`config.mk`:
```
export PLATFORM = sky130hd
export DESIGN_NAME = per_bit_reference_counter_bank
export DESIGN_NICKNAME = d
export VERILOG_FILES = /design/src/rtl/core/prc_pkg.sv /design/src/rtl/core/prc_lane.sv /design/src/rtl/core/prc_merge.sv /design/src/rtl/core/per_bit_reference_counter_bank.sv
export SDC_FILE = /design/constraint.sdc
export NUM_CORES = 1
export LEC_CHECK = 0
export BUFFER_PORTS_ARGS = -buffer_cell sky130_fd_sc_hd__buf_2
export CAP_MARGIN = 20
export CORE_MARGIN = 3
export CORE_UTILIZATION = 35
export CTS_CLUSTER_DIAMETER = 150
export DETAILED_ROUTE_END_ITERATION = 7
export GPL_TIMING_DRIVEN = 0
export HOLD_SLACK_MARGIN = 0.15
export PLACE_DENSITY = 0.51
export SLEW_MARGIN = 40
export SYNTH_ARGS = -nofsm -noshare
export SYNTH_HDL_FRONTEND = slang
export SYNTH_HIERARCHICAL = 1
export SYNTH_SLANG_ARGS = --single-unit
```
`constraint.sdc`:
```
create_clock -name clk_i -period 2.87 [get_ports clk_i]
set_input_delay 0.1435 -clock clk_i [delete_from_list [all_inputs] [get_ports clk_i]]
set_output_delay 0.1435 -clock clk_i [all_outputs]
set_load 0.02 [all_outputs]
```
`src/rtl/core/prc_pkg.sv`:
```
// prc_pkg: shared sizes, opcode codes and lane result type for the
// per-bit reference counter bank; depends on nothing
`timescale 1ns / 1ps

package prc_pkg;

  // number of resource bits and saturation value of each claim counter
  localparam int unsigned NUM_BITS  = 8;
  localparam int unsigned COUNT_MAX = 255;

  // counter width follows the saturation value
  localparam int unsigned CNT_W = $clog2(COUNT_MAX + 1);

  // fixed widths of the transaction fields
  localparam int unsigned OP_W    = 2;
  localparam int unsigned MASK_W  = 8;
  localparam int unsigned CLAIM_W = 8;

  // lanes that the 8-bit mask can reach
  localparam int unsigned LANES_VIS = (NUM_BITS < MASK_W) ? NUM_BITS : MASK_W;

  typedef enum logic [OP_W-1:0] {
    OP_ACQUIRE = 2'd0,
    OP_RELEASE = 2'd1,
    OP_QUERY   = 2'd2,
    OP_CLEAR   = 2'd3
  } op_e;

  // what one lane reports for one transaction
  typedef struct packed {
    logic               asserted;
    logic               deasserted;
    logic               query_sel;
    logic [CLAIM_W-1:0] count;
  } lane_res_t;

endpackage

```
`src/rtl/core/prc_lane.sv`:
```
// prc_lane: one saturating claim counter with its update logic and
// registered per-transaction report; depends on prc_pkg
`timescale 1ns / 1ps

module prc_lane import prc_pkg::*; (
  input  logic      clk_i,
  input  logic      rst_ni,
  input  logic      take_i,
  input  op_e       op_i,
  input  logic      sel_i,
  output lane_res_t res_o
);

  localparam logic [CNT_W-1:0] CntMax = CNT_W'(COUNT_MAX);
  localparam logic [CNT_W-1:0] CntOne = CNT_W'(1);

  logic [CNT_W-1:0] cnt_q, cnt_d;
  lane_res_t        res_q, res_d;

  // counter update and report for the current operation
  always_comb begin
    cnt_d           = cnt_q;
    res_d           = '0;
    res_d.query_sel = sel_i && (op_i == OP_QUERY);
    res_d.count     = CLAIM_W'(cnt_q);
    unique case (op_i)
      OP_ACQUIRE: begin
        if (sel_i) begin
          res_d.asserted = (cnt_q == '0);
          if (cnt_q != CntMax) begin
            cnt_d = cnt_q + CntOne;
          end
        end
      end
      OP_RELEASE: begin
        if (sel_i && (cnt_q != '0)) begin
          cnt_d            = cnt_q - CntOne;
          res_d.deasserted = (cnt_q == CntOne);
        end
      end
      OP_QUERY: begin
        cnt_d = cnt_q;
      end
      OP_CLEAR: begin
        res_d.deasserted = (cnt_q != '0);
        cnt_d            = '0;
      end
      default: begin
        cnt_d = cnt_q;
      end
    endcase
  end

  // counter state
  always_ff @(posedge clk_i or negedge rst_ni) begin
    if (!rst_ni) begin
      cnt_q <= '0;
    end else if (take_i) begin
      cnt_q <= cnt_d;
    end
  end

  // report register
  always_ff @(posedge clk_i) begin
    if (take_i) begin
      res_q <= res_d;
    end
  end

  assign res_o = res_q;

endmodule

```
`src/rtl/core/prc_merge.sv`:
```
// prc_merge: combines lane reports into the result masks and picks the
// count of the lowest selected lane for query; depends on prc_pkg
`timescale 1ns / 1ps

module prc_merge import prc_pkg::*; (
  input  logic                       valid_i,
  input  lane_res_t [NUM_BITS-1:0]   lane_res_i,
  output logic      [MASK_W-1:0]     asserted_mask_o,
  output logic      [MASK_W-1:0]     deasserted_mask_o,
  output logic      [CLAIM_W-1:0]    claim_count_o
);

  // gather masks and priority-select the lowest query lane
  always_comb begin
    asserted_mask_o   = '0;
    deasserted_mask_o = '0;
    claim_count_o     = '0;
    if (valid_i) begin
      for (int b = LANES_VIS - 1; b >= 0; b--) begin
        asserted_mask_o[b]   = lane_res_i[b].asserted;
        deasserted_mask_o[b] = lane_res_i[b].deasserted;
        if (lane_res_i[b].query_sel) begin
          claim_count_o = lane_res_i[b].count;
        end
      end
    end
  end

endmodule

```
`src/rtl/core/per_bit_reference_counter_bank.sv`:
```
// per_bit_reference_counter_bank: one claim counter lane per resource bit
// and a merge stage; a transaction is taken every cycle (busy stays low)
// result strobe done_o comes in the cycle after start is accepted
// throughput: one transaction per cycle, as the lane update never holds one off
// reset: rst_ni asynchronous active low, clears every counter and done_o
// the receiver cannot stall; each result is shown for one cycle only
`timescale 1ns / 1ps

module per_bit_reference_counter_bank import prc_pkg::*; (
  input  logic               clk_i,
  input  logic               rst_ni,
  input  logic               start,
  output logic               busy,
  input  logic [OP_W-1:0]    opcode_i,
  input  logic [MASK_W-1:0]  bit_mask_i,
  output logic               done_o,
  output logic [MASK_W-1:0]  asserted_mask_o,
  output logic [MASK_W-1:0]  deasserted_mask_o,
  output logic [CLAIM_W-1:0] claim_count_o
);

  logic                     take;
  logic                     valid_q;
  op_e                      op;
  lane_res_t [NUM_BITS-1:0] lane_res;

  // lanes take an update whenever start is high, so the bank never holds off a transaction
  assign busy = 1'b0;
  assign take = start && !busy;
  assign op   = op_e'(opcode_i);

  // one lane per resource bit; bits beyond the mask field are never selected
  for (genvar b = 0; b < NUM_BITS; b++) begin : g_lane
    logic sel;
    if (b < MASK_W) begin : g_vis
      assign sel = bit_mask_i[b];
    end else begin : g_hid
      assign sel = 1'b0;
    end
    prc_lane u_lane (
      .clk_i  (clk_i),
      .rst_ni (rst_ni),
      .take_i (take),
      .op_i   (op),
      .sel_i  (sel),
      .res_o  (lane_res[b])
    );
  end

  // result strobe
  always_ff @(posedge clk_i or negedge rst_ni) begin
    if (!rst_ni) begin
      valid_q <= 1'b0;
    end else begin
      valid_q <= take;
    end
  end

  assign done_o = valid_q;

  prc_merge u_merge (
    .valid_i           (valid_q),
    .lane_res_i        (lane_res),
    .asserted_mask_o   (asserted_mask_o),
    .deasserted_mask_o (deasserted_mask_o),
    .claim_count_o     (claim_count_o)
  );

  // each accepted transaction yields exactly one result on the next cycle
  assert property (@(posedge clk_i) disable iff (!rst_ni)
    take |=> done_o)
    else $error("accepted transaction produced no result");

  assert property (@(posedge clk_i) disable iff (!rst_ni)
    !take |=> !done_o)
    else $error("result without an accepted transaction");

  // a bit cannot be both newly claimed and released in one transaction
  assert property (@(posedge clk_i) disable iff (!rst_ni)
    done_o |-> ((asserted_mask_o & deasserted_mask_o) == '0))
    else $error("bit both asserted and deasserted");

  // count field only carries data for query
  assert property (@(posedge clk_i) disable iff (!rst_ni)
    take && (op != OP_QUERY) |=> (claim_count_o == '0))
    else $error("claim count nonzero outside query");

endmodule

```
==> metrics.md <==
| Metric | Value |
|---|---|
| PortBufs | `37` |
| Post-route ant nets | `0` |
| R2r setup slk | `about 540 ps` |
| Setup Crit Path Kind | `register to output pin` |
| Dpl ws | `between 500 and 600 ps` |
| Cell count after synthesis | `1002` |
| N_diodes | `0` |
| Top FF cell, synth | `edfxtp_1` |
| Avg WL per Cell | `18.1 um` |
| Outcome | `completed` |
| Normalized max-slew margin | `59.4%` |
| Final Cycle Share | `85.2%` |
| Antenna violations before repair | `1` |
| Register area share after synthesis | `42.7%` |
| Total core area | `approximately 28000 um^2` |
| Vias in the first global route | `7816` |
| Core Rows | `61` |
| CP Capture Type | `output pin` |
| P_leak | `around 0.0044 uW` |
| Yosys Warn Count | `6` |
| Clock Skews | `approximately 17 ps` |
| Tmin final | `between 2000 and 2500 ps` |
| Area grow syn2layout | `14.4%` |
| Number of DRC markers in iteration 0 | `around 670` |
| R2r startpoint | `g_lane[3].u_lane/cnt_q[0]` |
| Crit Path Max Fanout | `10` |
| EDFF count, synth | `between 80 and 90` |
| Via count | `just over 8k` |
| Global Route Usage Sum | `about 18%` |
| Largest net degree at the start of global routing | `61` |
| IO Count | `39` |
| H-tree depth | `4` |
| Mapped Avg Cell Area | `~10 um^2` |
| Setup-failing EPs final | `0` |
| Fin cells | `1462` |
| Inst Count DP | `1419` |
| Asr flop ratio synth | `between 40% and 50%` |
| Mapped Area | `~10000 um^2` |
| Die Area | `30600 um^2` |
| Fmax achieved | `between 400 and 500 MHz` |
| Min-delay src | `start` |
| PnR worst setup slack | `424 ps` |
| Peak supply drop | `~0.35 mV` |
| Grt total ovfl | `0` |
| RSZ-0062 raised after global routing | `no` |
| CP Launch Type | `register` |
| CTS buffer count | `17` |
| Commonest non-fill, non-tap cell in the layout | `edfxtp_1` |
| # DRC | `0` |
| Clk sinks | `153` |
| CTS tree | `yes` |
| Most frequent cells in the layout | `88 x edfxtp_1, 71 x nand2_1, 66 x nor2_1` |
| Worst Path Arrival | `around 2300 ps` |
| Clk_lat worst skew | `430 ps` |
| Worst EP required | `around 2700 ps` |
| Detailed Place HPWL | `18000 um` |
| Die Y | `between 150 and 200 um` |
| Die X | `175 um` |
| Reg clk slew, reported paths | `roughly 70 ps` |
| Via density | `roughly 5.5` |
| Starting Density | `~36%` |
| Post-route setup TNS | `0 ps` |
| CTS resizes | `0` |
| Tightest Pin Transition | `607 ps` |
| Gpl congestion | `0.862` |
| Max Buffers Root-to-Sink | `2` |
| Final WL | `around 26000 um` |
| Syn_nets | `1047` |
| Final Hold Fails | `0` |
| DR pass1 iterations | `5` |
| Min-delay worst type | `input pin to register` |
| Post-CTS setup buffers | `0` |
| Hold-fix buffers at CTS | `11` |
| First-pass GRT wire length | `43200 um` |
| Power per Cell Area | `702 nW/um^2` |
| Total Power | `roughly 8000 uW` |
| FF+latch count, synth | `153` |
| Fin util | `between 40% and 50%` |
| Max-cap violations | `0` |
| Slew Limit Fails | `0` |
| Netlist cell types | `70` |
| Worst Setup SP | `g_lane[3].u_lane/res_o[8]` |
| Layout cells sized above 1 | `19.6%` |
| Layout Nets | `around 1.1k` |
| CTS root buf | `clkbuf_16` |
-- synth_stat cells, drive strengths merged (22+ instances only) --
cell	number	area, um^2
a21oi	54	297
a31oi	29	181
and2	26	165
and3b	23	201
buf	62	586
clkbuf	25	95.1
dfrtp	65	1630
edfxtp	88	2640
ha	32	400
inv	27	101
nand2	71	267
nand3	42	210
nor2	73	292
nor3	31	155
nor3b	22	176
o211ai	23	208
o21ai	70	377
o22ai	23	144
-- critical path, cell delays in order, from the launching register on --
cell and delay [ps]:
edfxtp_1 390, buf_2 190, nor2_1 430, o21ai_1 170, o311ai_1 450, buf_2 250
-- registers in the layout, summed over array words and instances, names as in the netlist --
signal               flops
g_lane.u_lane/cnt_q     64
g_lane.u_lane/res_o     88
done_o                   1
-- area by class of cell --
class | instances | area (um^2)
fillers | 2751 | 16500
multi-input cells | 735 | 4940
flip-flops and latches | 153 | 4270
plain buffers | 87 | 683
well taps | 378 | 473
clock buffers | 21 | 450
repair buffers | 50 | 369
clock inverters | 11 | 148
inverters | 27 | 101
-- where the power goes --
part           internal, uW  switching (uW)
clock network          1390             925
registers              2810             355
logic                  1040            1500
total                  5240            2780
-- cells by family after synthesis --
logic type	Yosys count	share of synthesized area (%)
other	1	0.0375
xor gates and xnor gates	5	0.438
AOI/OAI and AO/OA	304	22.0
and+or+nand+nor	382	21.8
muxes	11	1.13
adders and majority gates	32	4.01
buffers and inverters	114	7.83
DFF	153	42.7
-- worst paths after layout --
| check | end | cells after the start |
|---|---|---|
| setup / recovery | claim_count_o[6] | 5 |
| hold / removal | g_lane[4].u_lane/res_o[10] | 1 |
| setup reg to reg | g_lane[3].u_lane/cnt_q[6] | 8 |
| hold reg to reg | g_lane[3].u_lane/res_o[3] | 0 |
| max in group asynchronous | g_lane[3].u_lane/cnt_q[4] | 4 |
| min in group asynchronous | g_lane[3].u_lane/cnt_q[2] | 3 |
-- routing by layer --
metal  part of all wire [%]  vias up  GRT usage, %
li1                       -     3921             -
met1                     47     3952          24.6
met2                     47      207          28.2
met3                    4.8       27          3.26
met4                    1.5        0          5.09
met5                      0        -             0
-- through the flow --
stage                     area (um^2)  hold slack, ps
after floorplan                  9990            -152
after global placement          10600             432
after detailed placement        10700            33.7
after CTS                       11400             158
after global routing            11400             160
final                           11400             166
No activity file was read; power rests on OpenSTA's default activity.
